===== src/sv/lnpks_pkg.sv =====
`timescale 1ns / 1ps
// Shared types and codes for the last-note-priority key stack.
// No dependencies; used by lnpks_cell and the top level.
package lnpks_pkg;

	localparam int CV_W  = 16;
	localparam int VEL_W = 16;
	localparam int CMD_W = 2;
	localparam int IN_DATA_W  = 32;
	localparam int OUT_DATA_W = 40;

	typedef enum logic [CMD_W-1:0] {
		CMD_TICK     = 2'd0,
		CMD_NOTE_ON  = 2'd1,
		CMD_NOTE_OFF = 2'd2,
		CMD_RSVD     = 2'd3
	} cmd_t;

	typedef enum logic {
		ST_IDLE,
		ST_RELEASE
	} state_t;

	typedef struct packed {
		logic signed [CV_W-1:0] cv;
		logic [VEL_W-1:0]       vel;
	} key_t;

	// Control broadcast from the top level to every cell.
	typedef struct packed {
		logic                   push;
		logic                   shift;
		logic signed [CV_W-1:0] rel_cv;
	} cell_ctl_t;

endpackage


===== src/sv/lnpks_cell.sv =====
`timescale 1ns / 1ps
// One slot of the held-key stack: holds a key, pushes down, closes holes upward.
// Depends on lnpks_pkg.
module lnpks_cell (
	input  logic                  clk,
	input  lnpks_pkg::cell_ctl_t  ctl,
	input  lnpks_pkg::key_t       upper,
	input  lnpks_pkg::key_t       lower,
	input  logic                  live,
	input  logic                  hole_in,
	output lnpks_pkg::key_t       cur,
	output logic                  hole_out
);

	lnpks_pkg::key_t key_q;
	logic            match;

	assign match    = live && (key_q.cv == ctl.rel_cv);
	assign hole_out = hole_in || match;
	assign cur      = key_q;

	// push takes the neighbor above; a removal pass takes the neighbor below
	// in every slot at or under the topmost matching key
	always_ff @(posedge clk) begin
		if (ctl.push) begin
			key_q <= upper;
		end else if (ctl.shift && hole_out) begin
			key_q <= lower;
		end
	end

endmodule


===== src/sv/last_note_priority_key_stack_top.sv =====
`timescale 1ns / 1ps
// Top level of the last-note-priority monophonic key stack.
// Depends on lnpks_pkg and lnpks_cell (a chain of STACK_DEPTH cells).
//
//  channel  | direction | word contents (low bit first)
//  ---------+-----------+------------------------------------------------
//  s_*      | in        | tuser: cmd[1:0]; tdata: note_cv[15:0], note_velocity[31:16]
//  m_*      | out       | tdata: gate[0], pitch_cv[16:1], level_velocity[32:17], zero pad
//  cfg_*    | in        | data: multi_trigger[0]; always ready
//
// Sequencing: a sample tick or a note on needs no removal pass. A note off
// takes the word, then runs removal passes through the cell chain, each
// removing the topmost held entry with that cv and closing the gap, until a
// pass finds none. The input is not ready during those passes.
// Reset: held count, last cv/velocity and multi_trigger clear; cell contents
// are undefined and never read beyond the held count.
// Stalls: a tick result waits in the output register; the input is held off
// while that register is full and not being taken, and during removal passes.
module last_note_priority_key_stack_top #(
	parameter int STACK_DEPTH = 16
) (
	input  logic                                clk,
	input  logic                                arst_n,
	input  logic                                s_tvalid,
	output logic                                s_tready,
	input  logic [lnpks_pkg::IN_DATA_W-1:0]     s_tdata,   // note_cv, note_velocity
	input  logic [lnpks_pkg::CMD_W-1:0]         s_tuser,   // cmd
	output logic                                m_tvalid,
	input  logic                                m_tready,
	output logic [lnpks_pkg::OUT_DATA_W-1:0]    m_tdata,   // gate, pitch_cv, level_velocity
	input  logic                                cfg_valid,
	output logic                                cfg_ready,
	input  logic [0:0]                          cfg_data   // multi_trigger
);

	localparam int CNT_W = $clog2(STACK_DEPTH + 1);

	// registers
	lnpks_pkg::state_t          state_q, state_d;
	logic [CNT_W-1:0]           held_count_q, held_count_d;
	logic signed [lnpks_pkg::CV_W-1:0] rel_cv_q;
	logic signed [lnpks_pkg::CV_W-1:0] last_cv_q;
	logic [lnpks_pkg::VEL_W-1:0]       last_vel_q;
	logic                       multi_trig_q;
	logic                       out_valid_q;
	logic                       out_gate_q;
	logic signed [lnpks_pkg::CV_W-1:0] out_cv_q;
	logic [lnpks_pkg::VEL_W-1:0]       out_vel_q;

	// input word decode
	lnpks_pkg::cmd_t            cmd;
	lnpks_pkg::key_t            in_key;
	logic                       take;
	logic                       take_tick;
	logic                       take_on;
	logic                       take_off;
	logic                       tick_gate;

	// cell chain
	lnpks_pkg::cell_ctl_t       ctl;
	lnpks_pkg::key_t            cell_key [STACK_DEPTH];
	logic [STACK_DEPTH-1:0]     live;
	logic [STACK_DEPTH:0]       hole;
	logic                       any_match;

	assign cmd        = lnpks_pkg::cmd_t'(s_tuser);
	assign in_key.cv  = s_tdata[lnpks_pkg::CV_W-1:0];
	assign in_key.vel = s_tdata[lnpks_pkg::CV_W +: lnpks_pkg::VEL_W];

	assign s_tready  = (state_q == lnpks_pkg::ST_IDLE) && (!out_valid_q || m_tready);
	assign take      = s_tvalid && s_tready;
	assign take_tick = take && (cmd == lnpks_pkg::CMD_TICK);
	assign take_on   = take && (cmd == lnpks_pkg::CMD_NOTE_ON);
	assign take_off  = take && (cmd == lnpks_pkg::CMD_NOTE_OFF);

	assign cfg_ready = 1'b1;

	assign ctl.push   = take_on;
	assign ctl.shift  = (state_q == lnpks_pkg::ST_RELEASE);
	assign ctl.rel_cv = rel_cv_q;

	assign hole[0]   = 1'b0;
	assign any_match = hole[STACK_DEPTH];

	genvar g;
	generate
		for (g = 0; g < STACK_DEPTH; g++) begin : g_cell
			lnpks_pkg::key_t upper_key;
			lnpks_pkg::key_t lower_key;

			assign live[g] = (held_count_q > CNT_W'(g));

			if (g == 0) begin : g_top
				assign upper_key = in_key;
			end else begin : g_mid
				assign upper_key = cell_key[g-1];
			end

			// bottom slot refills from itself; the count drops past it anyway
			if (g == STACK_DEPTH - 1) begin : g_bot
				assign lower_key = cell_key[g];
			end else begin : g_up
				assign lower_key = cell_key[g+1];
			end

			lnpks_cell u_cell (
				.clk      (clk),
				.ctl      (ctl),
				.upper    (upper_key),
				.lower    (lower_key),
				.live     (live[g]),
				.hole_in  (hole[g]),
				.cur      (cell_key[g]),
				.hole_out (hole[g+1])
			);
		end
	endgenerate

	// gate is low while the stack is empty, and drops for one tick on a pitch change in multi-trigger mode
	assign tick_gate = (held_count_q != '0) &&
		!(multi_trig_q && (last_cv_q != cell_key[0].cv));

	// next state and held count
	always_comb begin
		state_d      = state_q;
		held_count_d = held_count_q;
		case (state_q)
			lnpks_pkg::ST_IDLE: begin
				if (take_on) begin
					if (held_count_q != CNT_W'(STACK_DEPTH)) begin
						held_count_d = held_count_q + CNT_W'(1);
					end
				end else if (take_off) begin
					state_d = lnpks_pkg::ST_RELEASE;
				end
			end
			lnpks_pkg::ST_RELEASE: begin
				if (any_match) begin
					held_count_d = held_count_q - CNT_W'(1);
				end else begin
					state_d = lnpks_pkg::ST_IDLE;
				end
			end
			default: begin
				state_d = lnpks_pkg::ST_IDLE;
			end
		endcase
	end

	always_ff @(posedge clk or negedge arst_n) begin
		if (!arst_n) begin
			state_q      <= lnpks_pkg::ST_IDLE;
			held_count_q <= '0;
			last_cv_q    <= '0;
			last_vel_q   <= '0;
			multi_trig_q <= 1'b0;
			out_valid_q  <= 1'b0;
		end else begin
			state_q      <= state_d;
			held_count_q <= held_count_d;
			if (cfg_valid && cfg_ready) begin
				multi_trig_q <= cfg_data[0];
			end
			// follow the top key at each tick; hold the last one while the stack is empty
			if (take_tick && (held_count_q != '0)) begin
				last_cv_q  <= cell_key[0].cv;
				last_vel_q <= cell_key[0].vel;
			end
			if (take_tick) begin
				out_valid_q <= 1'b1;
			end else if (m_tready) begin
				out_valid_q <= 1'b0;
			end
		end
	end

	// payload registers
	always_ff @(posedge clk) begin
		if (take_off) begin
			rel_cv_q <= in_key.cv;
		end
		if (take_tick) begin
			out_gate_q <= tick_gate;
			if (held_count_q != '0) begin
				out_cv_q  <= cell_key[0].cv;
				out_vel_q <= cell_key[0].vel;
			end else begin
				out_cv_q  <= last_cv_q;
				out_vel_q <= last_vel_q;
			end
		end
	end

	assign m_tvalid = out_valid_q;
	assign m_tdata  = {7'd0, out_vel_q, out_cv_q, out_gate_q};

	// count never passes the stack depth
	a_count_bound: assert property (@(posedge clk) disable iff (!arst_n)
		held_count_q <= CNT_W'(STACK_DEPTH))
		else $error("held count above stack depth");

	// no new word is taken while a removal pass is running
	a_release_blocks: assert property (@(posedge clk) disable iff (!arst_n)
		(state_q == lnpks_pkg::ST_RELEASE) |-> !s_tready)
		else $error("input ready during removal pass");

	// a removal pass never grows the stack
	a_release_shrinks: assert property (@(posedge clk) disable iff (!arst_n)
		(state_q == lnpks_pkg::ST_RELEASE) |=> (held_count_q <= $past(held_count_q)))
		else $error("held count grew during removal");

	// a tick always leaves a result in the output register
	a_tick_result: assert property (@(posedge clk) disable iff (!arst_n)
		take_tick |=> m_tvalid)
		else $error("tick without result");

	// a note on leaves at least one key held
	a_push_holds: assert property (@(posedge clk) disable iff (!arst_n)
		take_on |=> (held_count_q != '0))
		else $error("note on left stack empty");

endmodule


===== config.mk =====
export PLATFORM = sky130hd
export DESIGN_NAME = last_note_priority_key_stack_top
export DESIGN_NICKNAME = d
export VERILOG_FILES = /design/src/sv/lnpks_pkg.sv /design/src/sv/lnpks_cell.sv /design/src/sv/last_note_priority_key_stack_top.sv
export SDC_FILE = /design/constraint.sdc
export NUM_CORES = 1
export LEC_CHECK = 0
export ABC_AREA = 1
export BUFFER_PORTS_ARGS = -buffer_cell sky130_fd_sc_hd__buf_2
export CAP_MARGIN = 5
export CORE_MARGIN = 2
export CORE_UTILIZATION = 35
export DETAILED_ROUTE_END_ITERATION = 7
export PLACE_DENSITY = 0.61
export SLEW_MARGIN = 20
export SYNTH_ARGS = -nofsm -noshare
export SYNTH_HDL_FRONTEND = slang
export SYNTH_SLANG_ARGS = --single-unit
export TNS_END_PERCENT = 10

===== constraint.sdc =====
create_clock -name clk -period 6.1 [get_ports clk]
set_input_delay 0.915 -clock clk [delete_from_list [all_inputs] [get_ports clk]]
set_output_delay 0.915 -clock clk [all_outputs]
set_load 0.005 [all_outputs]

==> out/results.txt <==
Total CTS buffers - 59
First-pass GRT wire length - 103 mm
P&R area growth vs syn - 11.5%
Synth area leaders - edfxtp_1 (59%), nand2_1 (17%), o21ai_0 (5.2%), dfrtp_1 (3.5%), xnor2_1 (3.1%)
Iter 0 DRT Violations - 2,047
Routing usage on met1 - 22.4%
# fillers - 7,961
Starting density of the core - 35.2%
Routed wire length - 64.7 mm
Clock Sink Count - 601
Slew margin rel. - 29.2%
Met3 Use GR - 1.93%
IO Port Bufs - 74
P per Cell Area - 305 mW/mm2
Worst setup path category - register to register
Vias/cell - 4.76
Seq/Total Area, Yosys - 62.2%
Number of synthesized flops with an enable pin - 561
First drt pass iteration count - 6
Asr flop ratio synth - 6.66%
CTS resizes - 0
GPL Wtd Cong - 0.885
Synth Cell Area - 0.0287 mm2
Ports - 83
Tmin final - 3.80 ns
Placeable Area - 0.0816 mm2
Setup TNS - 0 ns
Cells after Synth - 2,958
Syn avg cell area - 9.70 um2
Yosys reg bits - 601
Antenna-violating nets left - 0
Htree depth - 2
YS warnings - 0
Largest net degree at the start of global routing - 160
WHS - 0.300 ns
Setup bufs post-CTS - 0
Max Freq - 0.263 GHz
CTS tree - yes
Critical path capture point type - register
Final Skew - 0.0302 ns
Deepest clock path buffer count - 3
Ys flop type - edfxtp_1
Count of cell types in the netlist - 49
Via count - 19,400
Die Wd - 290 um
GRT overflow - 0
Die H - 290 um
Per-cell routed wire length - 15.8 um
Worst Setup Start Kind - register
Antenna violations before repair - 0
Worst Hold Class - primary input to async pin
Leakage power - 12.9 nW
ANT cells - 0
Max cap viols - 0
Max VDD drop - 227 uV
Final worst-path cycle share - 62.3%
Worst Tran Pin Value - 1.06 ns
HPWL Detailed - 44.9 mm
Global Route met2 Usage - 23.3%
Clk_lat worst skew - 0.63 ns
Gr busiest metal - met2
Endpoints failing setup - 0
Reg2reg path depth - 6
Leading area contributor after synthesis - edfxtp_1
Fin. max-slew vios - 0
Die area - 0.0843 mm2
Final nets - 3,012
RSZ-0062 raised after global routing - no
Root buf cell - clkbuf_16
Vias in the first global route - 18,200
Clk slew on worst S/H paths - 0.07 ns
GRT Resource Usage Total - 15.2%
Drt drc - 0
Status - complete, no violations
Site Rows - 105
Final hold vios - 0
CTS Hold Bufs - 0
Top-area cell type share of the netlist area - 58.7%
Worst EP arrival - 4.13 ns
Worst Path Max Fanout - 92
Data required time at the worst endpoint - 6.42 ns
Layout cell share with drive strength beyond 1 - 8.09%
[cell usage after synthesis, types with 5 or more instances]
cell and n:
a21oi_1 11, buf_2 13, buf_4 30, buf_6 12, clkbuf_1 109, dfrtp_1 40
edfxtp_1 561, ha_1 6, inv_1 161, inv_2 10, nand2_1 1272, nand3_1 32
nand3_2 5, nand4_1 45, nor2_1 88, nor3_1 21, nor4_1 16, o21ai_0 299
o22ai_1 11, xnor2_1 102, xor2_1 69
[power breakdown]
group	internal (mW)	switching [mW]	leakage, nW
logic	0.333	0.664	6.27
registers	4.81	0.206	5.64
clock network	2.15	1.60	0.961
total	7.30	2.47	12.9
[final timing paths]
| kind | slack (ns) | startpoint | end |
|---|---|---|---|
| setup / recovery | 2.30 | state_q$_DFF_PN0_ | g_cell[1].u_cell.cur[4]$_DFFE_PP_ |
| min in group clk | 0.44 | g_cell[14].u_cell.cur[13]$_DFFE_PP_ | g_cell[15].u_cell.cur[13]$_DFFE_PP_ |
| hold / removal | 0.30 | arst_n | held_count_q[0]$_DFFE_PN0P_ |
| hold reg to reg | 0.44 | g_cell[14].u_cell.cur[13]$_DFFE_PP_ | g_cell[15].u_cell.cur[13]$_DFFE_PP_ |
| setup reg to reg | 2.30 | state_q$_DFF_PN0_ | g_cell[1].u_cell.cur[4]$_DFFE_PP_ |
| max in group asynchronous | 5.34 | arst_n | last_vel_q[1]$_DFFE_PN0P_ |
[flip-flops by register name, indices dropped and copies added, names as in the netlist]
| register | flops |
|---|---|
| m_tvalid | 1 |
| last_cv_q | 16 |
| out_cv_q | 16 |
| out_vel_q | 16 |
| g_cell.u_cell.cur | 512 |
| held_count_q | 5 |
| rel_cv_q | 16 |
| out_gate_q | 1 |
| multi_trig_q | 1 |
| state_q | 1 |
| last_vel_q | 16 |
[layout make-up]
type	instances	area, um2	area share [%]
clock buffers	77	1600	5.01
clock inverters	35	378	1.18
inverters	179	697	2.18
multi-input cells	2018	9410	29.4
flip-flops and latches	601	17800	55.8
well taps	1070	1340	4.18
repair buffers	107	731	2.28
[routing by layer]
layer	vias to the layer above	routed length [um]
li1	9762	-
met1	9029	31200
met2	559	28500
met3	85	3540
met4	0	1500
met5	-	0
[worst max-delay path: stages, from the launching register on]
cell and delay, ns:
dfrtp_1 0.79, nor2_1 0.18, nand4_1 0.69, buf_4 0.38, buf_4 0.43, buf_4 0.72
o21ai_0 0.20
[cells in the final DEF, fill, tap and decap left out, types with 5 or more instances in the layout]
master / count
a21oi_1: 11
buf_2: 73
buf_4: 27
bufinv_16: 7
clkbuf_1: 12
clkbuf_16: 59
clkbuf_8: 6
clkinv_1: 15
clkinv_2: 12
conb_1: 8
dfrtp_1: 40
edfxtp_1: 561
ha_1: 6
inv_1: 160
inv_2: 10
nand2_1: 1271
nand2_2: 5
nand3_1: 32
nand3_2: 5
nand4_1: 45
nor2_1: 88
nor3_1: 19
nor4_1: 16
o21ai_0: 293
o22ai_1: 11
xnor2_1: 102
xor2_1: 69
[per-stage QoR]
stage                     setup slack (ns)  power (mW)  area [um2]  util [%]  cells
after floorplan                       1.28        5.80       28700         -   2964
after global placement                2.07        6.06       29900      36.7   3972
after detailed placement              2.04        6.09       29900      36.7   3972
after CTS                             2.30        9.84       31900      39.1   4084
after global routing                  2.06        10.2       32000      39.2   4087
final                                 2.30        9.77       32000      39.2   4087
[cells by family after synthesis]
| family | after synthesis | share of synthesized area, % |
|---|---|---|
| other | 2 | 0.0262 |
| XOR/XNOR | 171 | 5.22 |
| adder cells (fa/ha/maj) | 6 | 0.262 |
| buffers and inverters | 345 | 5.37 |
| AO/OA/AOI/OAI | 333 | 6.00 |
| AND/OR/NAND/NOR | 1499 | 20.9 |
| flip-flops | 601 | 62.2 |
| multiplexers | 1 | 0.0392 |
Note: power is estimated with default switching activity, not from simulation.
